$ cat config.mk
export PLATFORM = sky130hd
export DESIGN_NAME = crlf_line_and_capture_receiver_top
export DESIGN_NICKNAME = d
export VERILOG_FILES = /design/src/rtl/core/crlf_pkg.sv /design/src/rtl/core/crlf_ram.sv /design/src/rtl/core/crlf_ctrl.sv /design/src/rtl/core/crlf_datapath.sv /design/src/rtl/core/crlf_line_and_capture_receiver_top.sv
export VERILOG_INCLUDE_DIRS = /design/src /design/src/rtl/core
export SDC_FILE = /design/constraint.sdc
export NUM_CORES = 1
export LEC_CHECK = 0
export ABC_CLOCK_PERIOD_IN_PS = 4900
export BUFFER_PORTS_ARGS = -buffer_cell sky130_fd_sc_hd__buf_2
export CORE_MARGIN = 2
export CORE_UTILIZATION = 59
export DETAILED_ROUTE_END_ITERATION = 7
export PLACE_DENSITY = 0.79
export SYNTH_ARGS = -nofsm -noshare
export SYNTH_HDL_FRONTEND = slang
export SYNTH_HIERARCHICAL = 1
export SYNTH_SLANG_ARGS = --single-unit
$ cat constraint.sdc
create_clock -name clock -period 4.9 [get_ports clock]
set_input_delay 0.245 -clock clock [delete_from_list [all_inputs] [get_ports clock]]
set_output_delay 0.245 -clock clock [all_outputs]
set_load 0.03 [all_outputs]
$ cat src/rtl/core/crlf_line_and_capture_receiver_top_assert.svh
// assertion macros for the receiver rtl
`ifndef CRLF_LINE_AND_CAPTURE_RECEIVER_TOP_ASSERT_SVH
`define CRLF_LINE_AND_CAPTURE_RECEIVER_TOP_ASSERT_SVH

// same-cycle implication
`define CRLF_ASSERT_NOW(label, clk, rst, ante, cons) \
   label: assert property (@(posedge clk) disable iff (rst) (ante) |-> (cons)) \
      else $error("crlf receiver check failed");

// next-cycle implication
`define CRLF_ASSERT_NEXT(label, clk, rst, ante, cons) \
   label: assert property (@(posedge clk) disable iff (rst) (ante) |=> (cons)) \
      else $error("crlf receiver check failed");

`endif

$ cat src/rtl/core/crlf_pkg.sv
// ----------------------------------------------------------------------------
// crlf_pkg
// shared constants, types and reply tables of the crlf line and capture receiver
// ----------------------------------------------------------------------------
package crlf_pkg;

   localparam int BUF_BYTES = 64;
   localparam int IDX_W     = $clog2(BUF_BYTES);
   localparam logic [IDX_W-1:0] LAST_POS = IDX_W'(BUF_BYTES - 1);

   localparam logic CMD_BYTE = 1'b0;
   localparam logic CMD_ARM  = 1'b1;

   localparam logic [7:0] CH_LF    = 8'h0A;
   localparam logic [7:0] CH_CR    = 8'h0D;
   localparam logic [7:0] CH_M     = 8'h4D;
   localparam logic [7:0] CH_COLON = 8'h3A;
   localparam logic [7:0] CH_PLUS  = 8'h2B;

   localparam logic [2:0] KIND_OTHER = 3'd0;
   localparam logic [2:0] KIND_CONN  = 3'd1;
   localparam logic [2:0] KIND_GOTIP = 3'd2;
   localparam logic [2:0] KIND_OK    = 3'd3;
   localparam logic [2:0] KIND_DISC  = 3'd4;

   localparam int REP_CONN_LEN  = 14;
   localparam int REP_GOTIP_LEN = 11;
   localparam int REP_OK_LEN    = 2;
   localparam int REP_DISC_LEN  = 15;

   localparam logic [8*REP_CONN_LEN-1:0]  REP_CONN  = "WIFI CONNECTED";
   localparam logic [8*REP_GOTIP_LEN-1:0] REP_GOTIP = "WIFI GOT IP";
   localparam logic [8*REP_OK_LEN-1:0]    REP_OK    = "OK";
   localparam logic [8*REP_DISC_LEN-1:0]  REP_DISC  = "WIFI DISCONNECT";

   typedef enum logic [0:0] {
      S_IDLE,
      S_CMP
   } ctrl_state_type;

   typedef struct packed {
      logic step;
      logic cmp_en;
      logic cmp_finish;
   } ctrl_cmd_type;

   typedef struct packed {
      logic need_cmp;
      logic cmp_last;
   } dp_sts_type;

   // character idx of the reply selected by kind
   function automatic logic [7:0] reply_char(input logic [2:0] kind, input logic [3:0] idx);
      logic [7:0] ch;
      int         i;
      ch = 8'h00;
      i  = int'(idx);
      unique case (kind)
         KIND_CONN: begin
            if (i < REP_CONN_LEN) ch = REP_CONN[8*(REP_CONN_LEN-1-i) +: 8];
         end
         KIND_GOTIP: begin
            if (i < REP_GOTIP_LEN) ch = REP_GOTIP[8*(REP_GOTIP_LEN-1-i) +: 8];
         end
         KIND_OK: begin
            if (i < REP_OK_LEN) ch = REP_OK[8*(REP_OK_LEN-1-i) +: 8];
         end
         KIND_DISC: begin
            if (i < REP_DISC_LEN) ch = REP_DISC[8*(REP_DISC_LEN-1-i) +: 8];
         end
         default: ch = 8'h00;
      endcase
      return ch;
   endfunction

endpackage

$ cat src/rtl/core/crlf_ram.sv
// ----------------------------------------------------------------------------
// crlf_ram
// generic single-write, single-read ram with registered read data
// ----------------------------------------------------------------------------
module crlf_ram #(
   parameter int WIDTH = 8,
   parameter int DEPTH = 64
) (
   input  logic                     clock,
   input  logic                     wr_en,
   input  logic [$clog2(DEPTH)-1:0] wr_addr,
   input  logic [WIDTH-1:0]         wr_data,
   input  logic [$clog2(DEPTH)-1:0] rd_addr,
   output logic [WIDTH-1:0]         rd_data
);

   logic [WIDTH-1:0] mem_ff [DEPTH];
   logic [WIDTH-1:0] rd_data_ff;

   always_ff @(posedge clock) begin
      if (wr_en) begin
         mem_ff[wr_addr] <= wr_data;
      end
      rd_data_ff <= mem_ff[rd_addr];
   end

   assign rd_data = rd_data_ff;

endmodule

$ cat src/rtl/core/crlf_ctrl.sv
// ----------------------------------------------------------------------------
// crlf_ctrl
// handshake and sequencing for the receiver: accept, reply compare walk, result
// ----------------------------------------------------------------------------
module crlf_ctrl (
   input  logic                  clock,
   input  logic                  reset,
   input  logic                  req_valid,
   output logic                  req_stall,
   output logic                  rsp_valid,
   input  logic                  rsp_stall,
   input  crlf_pkg::dp_sts_type  sts,
   output crlf_pkg::ctrl_cmd_type cmd
);

   crlf_pkg::ctrl_state_type state_ff, state_in;
   logic rsp_valid_ff, rsp_valid_in;
   logic rsp_free;
   logic accept;

   always_ff @(posedge clock) begin
      if (reset) begin
         state_ff     <= crlf_pkg::S_IDLE;
         rsp_valid_ff <= 1'b0;
      end else begin
         state_ff     <= state_in;
         rsp_valid_ff <= rsp_valid_in;
      end
   end

   // output register is free when empty or being taken this cycle
   assign rsp_free  = !rsp_valid_ff || !rsp_stall;
   assign req_stall = !((state_ff == crlf_pkg::S_IDLE) && rsp_free);
   assign accept    = req_valid && !req_stall;
   assign rsp_valid = rsp_valid_ff;

   always_comb begin
      state_in       = state_ff;
      rsp_valid_in   = rsp_valid_ff && rsp_stall;
      cmd.step       = 1'b0;
      cmd.cmp_en     = 1'b0;
      cmd.cmp_finish = 1'b0;
      unique case (state_ff)
         crlf_pkg::S_IDLE: begin
            cmd.step = accept;
            if (accept) begin
               if (sts.need_cmp) begin
                  state_in = crlf_pkg::S_CMP;
               end else begin
                  rsp_valid_in = 1'b1;
               end
            end
         end
         crlf_pkg::S_CMP: begin
            cmd.cmp_en = 1'b1;
            if (sts.cmp_last) begin
               cmd.cmp_finish = 1'b1;
               rsp_valid_in   = 1'b1;
               state_in       = crlf_pkg::S_IDLE;
            end
         end
         default: state_in = crlf_pkg::S_IDLE;
      endcase
   end

endmodule

$ cat src/rtl/core/crlf_datapath.sv
// ----------------------------------------------------------------------------
// crlf_datapath
// line and capture state, line store, reply compare walk and result register
// ----------------------------------------------------------------------------
module crlf_datapath (
   input  logic                   clock,
   input  logic                   reset,
   input  crlf_pkg::ctrl_cmd_type cmd,
   output crlf_pkg::dp_sts_type   sts,
   input  logic                   req_command,
   input  logic [7:0]             req_rx_byte,
   output logic                   rsp_line_done,
   output logic [2:0]             rsp_line_kind,
   output logic [5:0]             rsp_line_length,
   output logic                   rsp_link_up,
   output logic                   rsp_data_mode,
   output logic                   rsp_resyncing,
   output logic                   rsp_capture_done,
   output logic [5:0]             rsp_capture_length,
   output logic                   rsp_write_enable,
   output logic [5:0]             rsp_write_index,
   output logic [7:0]             rsp_write_data
);

   localparam int IW = crlf_pkg::IDX_W;

   // block state
   logic [IW-1:0] count_ff, count_in;
   logic          line_ready_ff, line_ready_in;
   logic          resync_ff, resync_in;
   logic          mode_ff;
   logic          link_ff;
   logic          armed_ff, armed_in;
   logic          active_ff, active_in;
   logic          prev_cr_ff, prev_cr_in;

   // compare walk
   logic [3:0] idx_ff;
   logic [3:0] cmp_len_ff;
   logic [2:0] cand_ff;
   logic       cmp_ok_ff;

   // result register
   logic       rsp_line_done_ff;
   logic [2:0] rsp_line_kind_ff;
   logic [5:0] rsp_line_length_ff;
   logic       rsp_link_up_ff;
   logic       rsp_data_mode_ff;
   logic       rsp_resyncing_ff;
   logic       rsp_capture_done_ff;
   logic [5:0] rsp_capture_length_ff;
   logic       rsp_write_enable_ff;
   logic [5:0] rsp_write_index_ff;
   logic [7:0] rsp_write_data_ff;

   // step results
   logic [IW-1:0] pos;
   logic          s_line_end;
   logic [IW-1:0] s_len;
   logic [2:0]    s_cand;
   logic          s_cdone;
   logic [IW-1:0] s_clen;
   logic          s_we;
   logic [IW-1:0] s_widx;
   logic [7:0]    s_wdata;

   logic [7:0] ram_rdata;
   logic       hit;
   logic       fin_ok;
   logic       fin_link;
   logic       fin_mode;
   logic [2:0] fin_kind;

   crlf_ram #(
      .WIDTH (8),
      .DEPTH (crlf_pkg::BUF_BYTES)
   ) u_store (
      .clock   (clock),
      .wr_en   (s_we && cmd.step),
      .wr_addr (s_widx),
      .wr_data (s_wdata),
      .rd_addr (IW'(idx_ff)),
      .rd_data (ram_rdata)
   );

   always_comb begin
      count_in      = count_ff;
      line_ready_in = line_ready_ff;
      resync_in     = resync_ff;
      armed_in      = armed_ff;
      active_in     = active_ff;
      prev_cr_in    = prev_cr_ff;
      pos           = '0;
      s_line_end    = 1'b0;
      s_len         = '0;
      s_cdone       = 1'b0;
      s_clen        = '0;
      s_we          = 1'b0;
      s_widx        = '0;
      s_wdata       = 8'h00;
      if (req_command == crlf_pkg::CMD_ARM) begin
         armed_in = 1'b1;
      end else if (!mode_ff) begin
         pos           = line_ready_ff ? '0 : count_ff;
         line_ready_in = 1'b0;
         count_in      = pos;
         s_we          = 1'b1;
         s_widx        = pos;
         s_wdata       = req_rx_byte;
         prev_cr_in    = (req_rx_byte == crlf_pkg::CH_CR);
         if (resync_ff) begin
            if (req_rx_byte == crlf_pkg::CH_LF) resync_in = 1'b0;
         end else if (req_rx_byte == crlf_pkg::CH_LF && pos != '0) begin
            count_in = '0;
            if (prev_cr_ff) begin
               s_line_end    = 1'b1;
               s_len         = pos - IW'(1);
               line_ready_in = 1'b1;
            end else begin
               resync_in = 1'b1;
            end
         end else if (pos == crlf_pkg::LAST_POS) begin
            count_in  = '0;
            resync_in = 1'b1;
         end else begin
            count_in = pos + IW'(1);
         end
      end else if (armed_ff) begin
         if (active_ff) begin
            if (req_rx_byte == crlf_pkg::CH_M) begin
               s_we      = 1'b1;
               s_widx    = count_ff;
               s_wdata   = 8'h00;
               s_cdone   = 1'b1;
               s_clen    = count_ff;
               count_in  = '0;
               active_in = 1'b0;
               armed_in  = 1'b0;
            end else if (req_rx_byte != crlf_pkg::CH_CR && req_rx_byte != crlf_pkg::CH_LF &&
                         req_rx_byte != crlf_pkg::CH_PLUS && count_ff != crlf_pkg::LAST_POS) begin
               s_we     = 1'b1;
               s_widx   = count_ff;
               s_wdata  = req_rx_byte;
               count_in = count_ff + IW'(1);
            end
         end
         if (req_rx_byte == crlf_pkg::CH_COLON) active_in = 1'b1;
      end
   end

   // only one reply can match a given length
   always_comb begin
      s_cand = crlf_pkg::KIND_OTHER;
      if (s_len == IW'(crlf_pkg::REP_CONN_LEN))  s_cand = crlf_pkg::KIND_CONN;
      if (s_len == IW'(crlf_pkg::REP_GOTIP_LEN)) s_cand = crlf_pkg::KIND_GOTIP;
      if (s_len == IW'(crlf_pkg::REP_OK_LEN))    s_cand = crlf_pkg::KIND_OK;
      if (s_len == IW'(crlf_pkg::REP_DISC_LEN))  s_cand = crlf_pkg::KIND_DISC;
   end

   assign sts.need_cmp = s_line_end && (s_cand != crlf_pkg::KIND_OTHER);
   assign sts.cmp_last = (idx_ff == cmp_len_ff);

   // read data of the previous cycle belongs to character idx_ff - 1
   assign hit    = (ram_rdata == crlf_pkg::reply_char(cand_ff, idx_ff - 4'd1));
   assign fin_ok = cmp_ok_ff && hit;

   always_comb begin
      fin_link = link_ff;
      fin_mode = mode_ff;
      fin_kind = fin_ok ? cand_ff : crlf_pkg::KIND_OTHER;
      if (fin_ok) begin
         unique case (cand_ff)
            crlf_pkg::KIND_CONN: fin_link = 1'b1;
            crlf_pkg::KIND_DISC: fin_link = 1'b0;
            crlf_pkg::KIND_OK:   fin_mode = 1'b1;
            default:             fin_link = link_ff;
         endcase
      end
   end

   always_ff @(posedge clock) begin
      if (reset) begin
         count_ff      <= '0;
         line_ready_ff <= 1'b0;
         resync_ff     <= 1'b0;
         mode_ff       <= 1'b0;
         link_ff       <= 1'b0;
         armed_ff      <= 1'b0;
         active_ff     <= 1'b0;
         prev_cr_ff    <= 1'b0;
      end else begin
         if (cmd.step) begin
            count_ff      <= count_in;
            line_ready_ff <= line_ready_in;
            resync_ff     <= resync_in;
            armed_ff      <= armed_in;
            active_ff     <= active_in;
            prev_cr_ff    <= prev_cr_in;
         end
         if (cmd.cmp_finish) begin
            link_ff <= fin_link;
            mode_ff <= fin_mode;
         end
      end
   end

   always_ff @(posedge clock) begin
      if (cmd.step) begin
         idx_ff     <= 4'd0;
         cmp_ok_ff  <= 1'b1;
         cand_ff    <= s_cand;
         cmp_len_ff <= s_len[3:0];
      end else if (cmd.cmp_en) begin
         idx_ff <= idx_ff + 4'd1;
         if (idx_ff != 4'd0) cmp_ok_ff <= cmp_ok_ff && hit;
      end
   end

   always_ff @(posedge clock) begin
      if (cmd.step) begin
         rsp_line_done_ff      <= s_line_end;
         rsp_line_kind_ff      <= crlf_pkg::KIND_OTHER;
         rsp_line_length_ff    <= 6'(s_len);
         rsp_link_up_ff        <= link_ff;
         rsp_data_mode_ff      <= mode_ff;
         rsp_resyncing_ff      <= resync_in;
         rsp_capture_done_ff   <= s_cdone;
         rsp_capture_length_ff <= 6'(s_clen);
         rsp_write_enable_ff   <= s_we;
         rsp_write_index_ff    <= 6'(s_widx);
         rsp_write_data_ff     <= s_wdata;
      end else if (cmd.cmp_finish) begin
         rsp_line_kind_ff <= fin_kind;
         rsp_link_up_ff   <= fin_link;
         rsp_data_mode_ff <= fin_mode;
      end
   end

   assign rsp_line_done      = rsp_line_done_ff;
   assign rsp_line_kind      = rsp_line_kind_ff;
   assign rsp_line_length    = rsp_line_length_ff;
   assign rsp_link_up        = rsp_link_up_ff;
   assign rsp_data_mode      = rsp_data_mode_ff;
   assign rsp_resyncing      = rsp_resyncing_ff;
   assign rsp_capture_done   = rsp_capture_done_ff;
   assign rsp_capture_length = rsp_capture_length_ff;
   assign rsp_write_enable   = rsp_write_enable_ff;
   assign rsp_write_index    = rsp_write_index_ff;
   assign rsp_write_data     = rsp_write_data_ff;

endmodule

$ cat src/rtl/core/crlf_line_and_capture_receiver_top.sv
// ----------------------------------------------------------------------------
// crlf_line_and_capture_receiver_top
// serial reply line framer with data-mode payload capture
// ----------------------------------------------------------------------------
// usage:
//   req_ channel carries one transaction per received byte (req_command = 0)
//   or per arm event (req_command = 1). rsp_ channel returns exactly one
//   result transaction for each request, in order.
//   for most transactions the result is in the output register on the cycle
//   after acceptance and, while rsp_stall is low, a new request can be taken
//   every cycle. a byte that closes a line of length 2, 11, 14 or 15 walks
//   the stored line through the line store read port, one character a cycle;
//   no request is taken meanwhile.
//   while rsp_stall holds a result, req_stall is raised and the result holds.
//   reset clears framing, mode, link and capture state and drops any pending
//   result; the line store contents are undefined until written.
// ----------------------------------------------------------------------------
`include "crlf_line_and_capture_receiver_top_assert.svh"

module crlf_line_and_capture_receiver_top (
   input  logic       clock,
   input  logic       reset,
   input  logic       req_valid,
   output logic       req_stall,
   input  logic       req_command,
   input  logic [7:0] req_rx_byte,
   output logic       rsp_valid,
   input  logic       rsp_stall,
   output logic       rsp_line_done,
   output logic [2:0] rsp_line_kind,
   output logic [5:0] rsp_line_length,
   output logic       rsp_link_up,
   output logic       rsp_data_mode,
   output logic       rsp_resyncing,
   output logic       rsp_capture_done,
   output logic [5:0] rsp_capture_length,
   output logic       rsp_write_enable,
   output logic [5:0] rsp_write_index,
   output logic [7:0] rsp_write_data
);

   crlf_pkg::ctrl_cmd_type ctrl_cmd;
   crlf_pkg::dp_sts_type   dp_sts;

   crlf_ctrl u_ctrl (
      .clock     (clock),
      .reset     (reset),
      .req_valid (req_valid),
      .req_stall (req_stall),
      .rsp_valid (rsp_valid),
      .rsp_stall (rsp_stall),
      .sts       (dp_sts),
      .cmd       (ctrl_cmd)
   );

   crlf_datapath u_datapath (
      .clock              (clock),
      .reset              (reset),
      .cmd                (ctrl_cmd),
      .sts                (dp_sts),
      .req_command        (req_command),
      .req_rx_byte        (req_rx_byte),
      .rsp_line_done      (rsp_line_done),
      .rsp_line_kind      (rsp_line_kind),
      .rsp_line_length    (rsp_line_length),
      .rsp_link_up        (rsp_link_up),
      .rsp_data_mode      (rsp_data_mode),
      .rsp_resyncing      (rsp_resyncing),
      .rsp_capture_done   (rsp_capture_done),
      .rsp_capture_length (rsp_capture_length),
      .rsp_write_enable   (rsp_write_enable),
      .rsp_write_index    (rsp_write_index),
      .rsp_write_data     (rsp_write_data)
   );

   // no request may slip in during a compare walk
   `CRLF_ASSERT_NOW(a_walk_blocks_req, clock, reset, ctrl_cmd.cmp_en, req_stall)
   // the walk always ends in a presented result
   `CRLF_ASSERT_NEXT(a_finish_presents, clock, reset, ctrl_cmd.cmp_finish, rsp_valid)
   `CRLF_ASSERT_NOW(a_kind_only_on_line, clock, reset, rsp_valid && !rsp_line_done, rsp_line_kind == crlf_pkg::KIND_OTHER)
   `CRLF_ASSERT_NOW(a_ok_enters_data, clock, reset, rsp_valid && rsp_line_kind == crlf_pkg::KIND_OK, rsp_data_mode)

endmodule
==> results of run 1 <==
==> sequential cells by signal (all words and copies together), names as in the netlist, 4 cells and up <==
register                       flops
u_datapath/rsp_capture_length      6
u_datapath/u_store/mem_ff        512
u_datapath/rsp_write_index         6
u_datapath/u_store/rd_data         8
u_datapath/rsp_write_data          8
u_datapath/count_ff                6
u_datapath/idx_ff                  4
==> logic make-up (layout without fill, tap and decap cells) <==
family	Yosys count	count (layout)	share of synthesized area
flops	578	578	0.696
compound gates	205	205	0.0580
other cells	1	3	0.000153
simple gates	384	384	0.0803
mux	156	156	0.125
xor+xnor	24	24	0.0101
buf+inv	106	243	0.0228
fa+ha+maj	16	16	0.00817
==> cell type report <==
| cell class | count | area [um^2] | share of cell area |
|---|---|---|---|
| Sequential cell | 578 | 17100 | 0.625 |
| Multi-Input combinational cell | 788 | 6940 | 0.254 |
| Clock buffer | 69 | 1470 | 0.0538 |
| Timing Repair Buffer | 123 | 812 | 0.0298 |
| Tap cell | 532 | 666 | 0.0244 |
| Clock inverter | 31 | 269 | 0.00986 |
| Inverter | 20 | 75.1 | 0.00275 |
==> repair_timing <==
action,CTS,global route
gates resized for setup,0,2
setup buffers,0,1
setup endpoints to repair,0,3
hold buffers,3,0
hold endpoints to repair,4,0
==> routing by layer <==
| metal | up-vias | global-route usage | wire [um] |
|---|---|---|---|
| li1 | 6071 | - | - |
| met1 | 7185 | 0.380 | 22100 |
| met2 | 919 | 0.427 | 28000 |
| met3 | 148 | 0.0442 | 5810 |
| met4 | 0 | 0.101 | 2080 |
| met5 | - | 0 | 0 |
==> cells in the final DEF (no fill, tap or decap), drive strengths merged, types with 9 or more instances in the layout <==
cell and count:
dfxtp 31, xor2 9, a22oi 22, a31oi 13
mux2i 31, edfxtp 547, nor3 26, nor2 126
inv 21, and2 27, nand2 56, a21oi 38
o21ai 33, o22ai 21, nor2b 17, xnor2 13
nand3 34, nor3b 9, mux4 119, buf 120
ha 16, nand2b 23, clkbuf 69, nand3b 10
clkinv 23
==> worst paths after layout <==
| kind | to | start | slack (ns) |
|---|---|---|---|
| setup / recovery | u_datapath/rsp_link_up | u_datapath/idx_ff[1] | 0.24 |
| hold reg to reg | u_datapath/rsp_line_kind[0] | u_datapath/rsp_line_kind[0] | 0.47 |
| setup reg to reg | u_datapath/rsp_link_up | u_datapath/idx_ff[1] | 0.24 |
| hold / removal | u_datapath/active_ff | req_rx_byte[0] | 0.05 |
==> worst register-to-register path, cell delays in order, from the launching register on <==
cell       delay, ns
dfxtp_4         0.46
inv_1           0.15
ha_1            0.28
xor2_4          0.26
inv_1           0.13
ha_1            0.31
or3_1           0.35
a31oi_1         0.25
xnor2_1         0.27
a41o_1          0.23
o2111ai_1       0.15
xor2_1          0.16
or4_1           0.44
or4_1           0.60
o31ai_1         0.28
o31ai_1         0.11
==> report_power, final <==
group | internal (mW) | switching (mW)
clock | 2.33 | 1.77
sequential | 5.43 | 0.0136
combinational | 0.0623 | 0.203
==> metrics by stage <==
| stage | hold slack (ns) | power [mW] | utilization |
|---|---|---|---|
| 5_1_grt | 0.104 | 10.1 | 0.667 |
| 6_report | 0.0466 | 9.81 | 0.667 |
| 2_1_floorplan | 0.314 | 5.70 | - |
| 3_5_place_dp | 0.464 | 5.80 | 0.623 |
| 4_1_cts | 0.0126 | 9.86 | 0.666 |
| 3_3_place_gp | 0.462 | 5.79 | 0.623 |
==> key figures, run 1 <==
Status
  – Outcome: completed

Placed design
  – Post-DP Area: 25500 um^2
  – DP Cell Count: approximately 2000
  – GPL Wtd Cong: around 0.93
  – Dpl ws: 0.230 ns
  – Dpl hpwl: between 30 and 40 mm
  – Buffers on Ports: 49

Yosys
  – Synth area leaders: edfxtp_1 67%, mux4_2 11%, dfxtp_1 2.5%, nor2_1 1.9%, mux2i_1 1.3%
  – Commonest cells in the netlist: 547 x edfxtp_1, 126 x nor2_1, 119 x mux4_2
  – Ys Warns: 6
  – Top-count cell post-synth: edfxtp_1
  – Mapped Area: 24500 um^2
  – Ys flop type: edfxtp_1
  – Area share of the largest cell type after synthesis: 0.670
  – Syn avg cell area: between 15 and 20 um^2
  – FFs w/ async S/R, synth: 0
  – Seq cells post-synth: 578
  – Gate Count Post-Synth: 1470
  – Synth cell types: 78
  – EDFF count, synth: ~550
  – Sequential element share of the synthesized area: 0.696
  – Post-synth top area cell: edfxtp_1

Worst setup path
  – Delay of the slowest critical-path stage: 0.60 ns
  – Critical path arrival: 5.00 ns
  – Critical path's slowest cell: or4_1
  – Top cell family by delay on the critical path: simple AND/OR/NAND/NOR gates
  – WS Path Type: reg -> reg
  – Reg2reg path depth: 15
  – CP Cell Sequence: inv_1 -> ha_1 -> xor2_4 -> inv_1 -> ha_1 -> or3_1 -> a31oi_1 -> xnor2_1 -> a41o_1 -> o2111ai_1 -> xor2_1 -> or4_1 -> or4_1 -> o31ai_1 -> o31ai_1
  – Worst Path Required: 5.24 ns
  – CP Capture Type: flop
  – Max FO, Critical Path: 18
  – Crit path buffers/inverters: 2
  – Worst setup SP type: flop
  – Critical Path Stages: 15

CTS
  – CTS tree: built
  – Num CTS Buffers: 55
  – H-Tree Depth: 2
  – Total clock sinks: roughly 580
  – CTS root buffer: clkbuf_16
  – Worst skew pair latency: 0.61 ns
  – Clock-pin slew on the worst setup and hold paths: 0.07 ns
  – Max clock buf depth: 3

Cells and area
  – Net count, final: 1595
  – Finished Layout Cells: 2141
  – Fill cells: 2626
  – Design area: 27300 um^2
  – Layout cells sized above 1: 0.224
  – # diodes: 0
  – P&R area growth vs syn: 11.3%

Timing
  – Fin crit share: 0.951
  – Worst slew margin: 0.322
  – Max Fclk: ~0.21 GHz
  – Slew @ Worst Pin: 1.02 ns
  – RSZ-0062 raised after global routing: no
  – Clock skew: 0.0345 ns
  – TNS Setup: 0 ns
  – Final WS setup: 0.242 ns
  – Setup violations, final: 0
  – Max-slew violations: 0
  – Period minus WS final: 4.66 ns
  – Final hold vios: 0

Detailed routing
  – Vias per inst: 6.69
  – Initial DRT Pass Iterations: 6
  – Per-cell routed wire length: ~27 um
  – Total number of vias: between 10000 and 15000
  – WL final: between 50 and 60 mm
  – Post-route ant nets: 0
  – Number of remaining DRC errors: 0
  – DRC marker count from the first detailed-route iteration: 1839

Worst hold path
  – Hold Crit Class: in -> reg
  – Worst Hold Path Cells: 4

Floorplanning
  – Num rows: 74
  – Die width: 208 um
  – Die area: between 40000 and 50000 um^2
  – Initial Utilization: 0.599
  – Ports: 50
  – CORE AREA: 40900 um^2
  – Die Ht: 208 um

Global route
  – Largest net degree at the start of global routing: 66
  – Initial antenna violation count: 0
  – Vias in the first global route: 14000
  – GR Overflow Total: 0
  – Global Route Usage Sum: 0.268
  – First-pass GRT wire length: 87.0 mm

Power
  – Power per cell area: around 360 nW/um^2
  – LEAKAGE: 8.73 nW
  – Max VDD drop: 0.273 mV

Job
  – Max-cap violations: 0
Power figures use the tool's default switching activity.
==> run 2, diff against run 1 <==
--- a/config.mk
+++ b/config.mk
@@ -6,7 +6,7 @@
 export SDC_FILE = /design/constraint.sdc
 export NUM_CORES = 1
 export LEC_CHECK = 0
-export ABC_CLOCK_PERIOD_IN_PS = 4900
+export ABC_CLOCK_PERIOD_IN_PS = 4260
 export BUFFER_PORTS_ARGS = -buffer_cell sky130_fd_sc_hd__buf_2
 export CORE_MARGIN = 2
 export CORE_UTILIZATION = 59
==> constraint.sdc (replaced) <==
create_clock -name clock -period 4.26 [get_ports clock]
set_input_delay 0.213 -clock clock [delete_from_list [all_inputs] [get_ports clock]]
set_output_delay 0.213 -clock clock [all_outputs]
set_load 0.03 [all_outputs]
==> run 2 against run 1 <==
Die area unchanged. Global-route usage grew 0.61 points. Count of clock-buffer cells in the layout fell by 5. Combinational power rose by 20%. Total power increased by 17%. Flip-flop and latch count did not move. Sequential power grew 15%. Largest cell class unchanged. Highest routed layer unchanged.
==> key figures, run 2 (synthesis gave the netlist of run 1 again) <==
Status
  – Outcome: completed (unchanged)

Power
  – Combinational Power Share: 0.028 (was 0.027)
  – Design internal power: 9.15 mW (was 7.82 mW)
  – Clk network pwr share: 0.425 (was 0.418)
  – Max VDD drop: 0.344 mV (was 0.273 mV)
  – LEAKAGE: 9.06 nW (was 8.73 nW)
  – Flop pwr share: 0.547 (was 0.555)
  – Switching power: 2.30 mW (was 1.99 mW)
  – Switching share of power: 0.201 (was 0.203)
  – Power per cell area: 411 nW/um^2 (was 360 nW/um^2)

Floorplanning
  – Die area: 43200 um^2 (unchanged)
  – Die Ht: 208 um (unchanged)
  – CORE AREA: 40900 um^2 (unchanged)
  – Ports: 50 (unchanged)
  – Num rows: 74 (unchanged)
  – Initial Utilization: 0.599 (unchanged)
  – Die width: 208 um (unchanged)

CTS
  – Total clock sinks: 578 (unchanged)
  – Num CTS Buffers: 55 (unchanged)
  – H-Tree Depth: 2 (unchanged)
  – Max clock buf depth: 3 (unchanged)
  – CTS root buffer: clkbuf_16 (unchanged)
  – Clock-pin slew on the worst setup and hold paths: 0.06 ns (was 0.07 ns)
  – Worst skew pair latency: 0.62 ns (was 0.61 ns)
  – CTS tree: built (unchanged)

Worst hold path
  – Worst Hold Path Cells: 3 (was 4)
  – Hold Crit Class: in -> reg (unchanged)
  – Worst Hold End: u_ctrl/state_ff (was u_datapath/active_ff)
  – Hold Startpoint: rsp_stall (was req_rx_byte[0])

Worst setup path
  – CP Cell Sequence: buf_4 -> buf_4 -> buf_4 -> mux4_2 -> nor2b_1 -> a2111oi_0 -> buf_4 -> nor3_1 -> a22o_1 (was inv_1 -> ha_1 -> xor2_4 -> inv_1 -> ha_1 -> or3_1 -> a31oi_1 -> xnor2_1 -> a41o_1 -> o2111ai_1 -> xor2_1 -> or4_1 -> or4_1 -> o31ai_1 -> o31ai_1)
  – R2R setup slack: 0.05 ns (was 0.24 ns)
  – Reg2reg path depth: 9 (was 15)
  – Worst setup SP type: flop (unchanged)
  – Critical path's slowest cell: a2111oi_0 (was or4_1)
  – WS Path Type: reg -> reg (unchanged)
  – Delay of the slowest critical-path stage: 0.80 ns (was 0.60 ns)
  – Worst Path Required: 4.76 ns (was 5.24 ns)
  – Critical path arrival: 4.71 ns (was 5.00 ns)
  – Most frequent CP cell: buf_4
  – CP Capture Type: flop (unchanged)
  – R2R Path Start: u_datapath/idx_ff[1] (unchanged)
  – Max FO, Critical Path: 62 (was 18)
  – R2R Path End: u_datapath/u_store/rd_data[7] (was u_datapath/rsp_link_up)

Timing
  – Setup violations, final: 0 (unchanged)
  – Worst slew margin: 0.356 (was 0.322)
  – Final WS setup: 0.0533 ns (was 0.242 ns)
  – Hold slack: 0.0632 ns (was 0.0466 ns)
  – Max Fclk: 0.238 GHz (was 0.215 GHz)
  – Period minus WS final: 4.21 ns (was 4.66 ns)
  – TNS Setup: 0 ns (unchanged)
  – Fin crit share: 0.987 (was 0.951)
  – Clock skew: 0.0277 ns (was 0.0345 ns)
  – RSZ-0062 raised after global routing: no (unchanged)
  – Slew @ Worst Pin: 0.966 ns (was 1.02 ns)
  – Final hold vios: 0 (unchanged)
  – Max-slew violations: 0 (unchanged)

Placed design
  – Buffers on Ports: 49 (unchanged)
  – Dpl ws: 0.155 ns (was 0.230 ns)
  – DP Cell Count: 2090 (was 2037)
  – GPL Wtd Cong: 0.920 (was 0.930)
  – Dpl hpwl: 37.0 mm (was 35.8 mm)

Job
  – Max-cap violations: 0 (unchanged)

Detailed routing
  – Initial DRT Pass Iterations: 5 (was 6)
  – DRC marker count from the first detailed-route iteration: 1905 (was 1839)
  – Per-cell routed wire length: 26.8 um (was 27.1 um)
  – Total number of vias: 14400 (was 14300)
  – Number of remaining DRC errors: 0 (unchanged)
  – Vias per inst: 6.57 (was 6.69)
  – WL final: 58.9 mm (was 57.9 mm)
  – Post-route ant nets: 0 (unchanged)

Cells and area
  – Max reg flops: 512 (unchanged)
  – Final core area utilization: 0.680 (was 0.667)
  – Fill cells: 2578 (was 2626)
  – Finished Layout Cells: 2198 (was 2141)
  – Biggest register: u_datapath/u_store/mem_ff (unchanged)
  – Layout cells sized above 1: 0.253 (was 0.224)
  – Commonest non-fill, non-tap cell in the layout: edfxtp_1 (unchanged)
  – Net count, final: 1651 (was 1595)
  – P&R area growth vs syn: 13.6% (was 11.3%)
  – Most frequent cells in the layout: 547 x edfxtp_1, 125 x nor2_1, 124 x buf_4 (was 547 x edfxtp_1, 125 x nor2_1, 119 x mux4_2)
  – # diodes: 0 (unchanged)

Global route
  – GR Overflow Total: 0 (unchanged)
  – Global Route Usage Sum: 0.275 (was 0.268)
  – Largest net degree at the start of global routing: 66 (unchanged)
  – Initial antenna violation count: 0 (unchanged)
  – First-pass GRT wire length: 89.0 mm (was 87.0 mm)
  – Vias in the first global route: 14400 (was 14000)
run 2: how the worst max path moves through the flow:
stage,startpoint,endpoint,slack [ns],cells past startpoint
6_report,u_datapath/idx_ff[1],u_datapath/u_store/rd_data[7],0.05,9
2_1_floorplan,u_datapath/idx_ff[0],u_datapath/rsp_link_up,0.03,19
4_1_cts,u_datapath/idx_ff[1],u_datapath/rsp_link_up,0.12,14
5_1_grt,u_datapath/idx_ff[1],u_datapath/rsp_link_up,0.02,14
3_5_place_dp,u_datapath/idx_ff[1],u_datapath/rsp_link_up,0.16,14
3_3_place_gp,u_datapath/idx_ff[1],u_datapath/rsp_link_up,0.20,14
run 2: final cells by class:
type                            instances  area, um^2  share of cell area
Tap cell                              532         666              0.0239
Clock inverter                         37         375              0.0135
Multi-Input combinational cell        788        6980               0.251
Clock buffer                           64        1430              0.0514
Timing Repair Buffer                  179        1260              0.0451
Sequential cell                       578       17100               0.613
Inverter                               20        75.1             0.00270
run 2: through the flow:
stage                     total power, mW  area, um^2
after floorplan                      6.55       24600
after global placement               6.67       26000
after detailed placement             6.68       26000
after CTS                            11.5       27800
after global routing                 11.7       27800
final                                11.4       27800
run 2: what timing repair did:
item | 4_1_cts | 5_1_grt
buffers inserted | 0 | 3
hold endpoints to repair | 14 | 0
setup endpoints to repair | 0 | 3
resized for setup | 0 | 3
hold buffers | 4 | 0
run 2: worst max-delay path: cells and delay by family, from the launching register on:
family	cells	cell delay, ns
compound gates	2	1.02
buf+inv	4	1.97
flops	1	0.34
mux	1	0.43
simple gates	2	0.21
run 2: power groups by stage:
stage	logic (mW)	clock network [mW]	registers, mW
detailed placement	0.306	0	6.38
global placement	0.295	0	6.38
finish	0.320	4.87	6.26
CTS	0.312	4.93	6.26
global route	0.341	5.12	6.26
floorplan	0.140	0	6.41
run 2: routing by layer:
metal,track usage,share of wire
met5,0,0
met4,0.0961,0.030
met3,0.0445,0.086
met2,0.448,0.49
met1,0.382,0.39
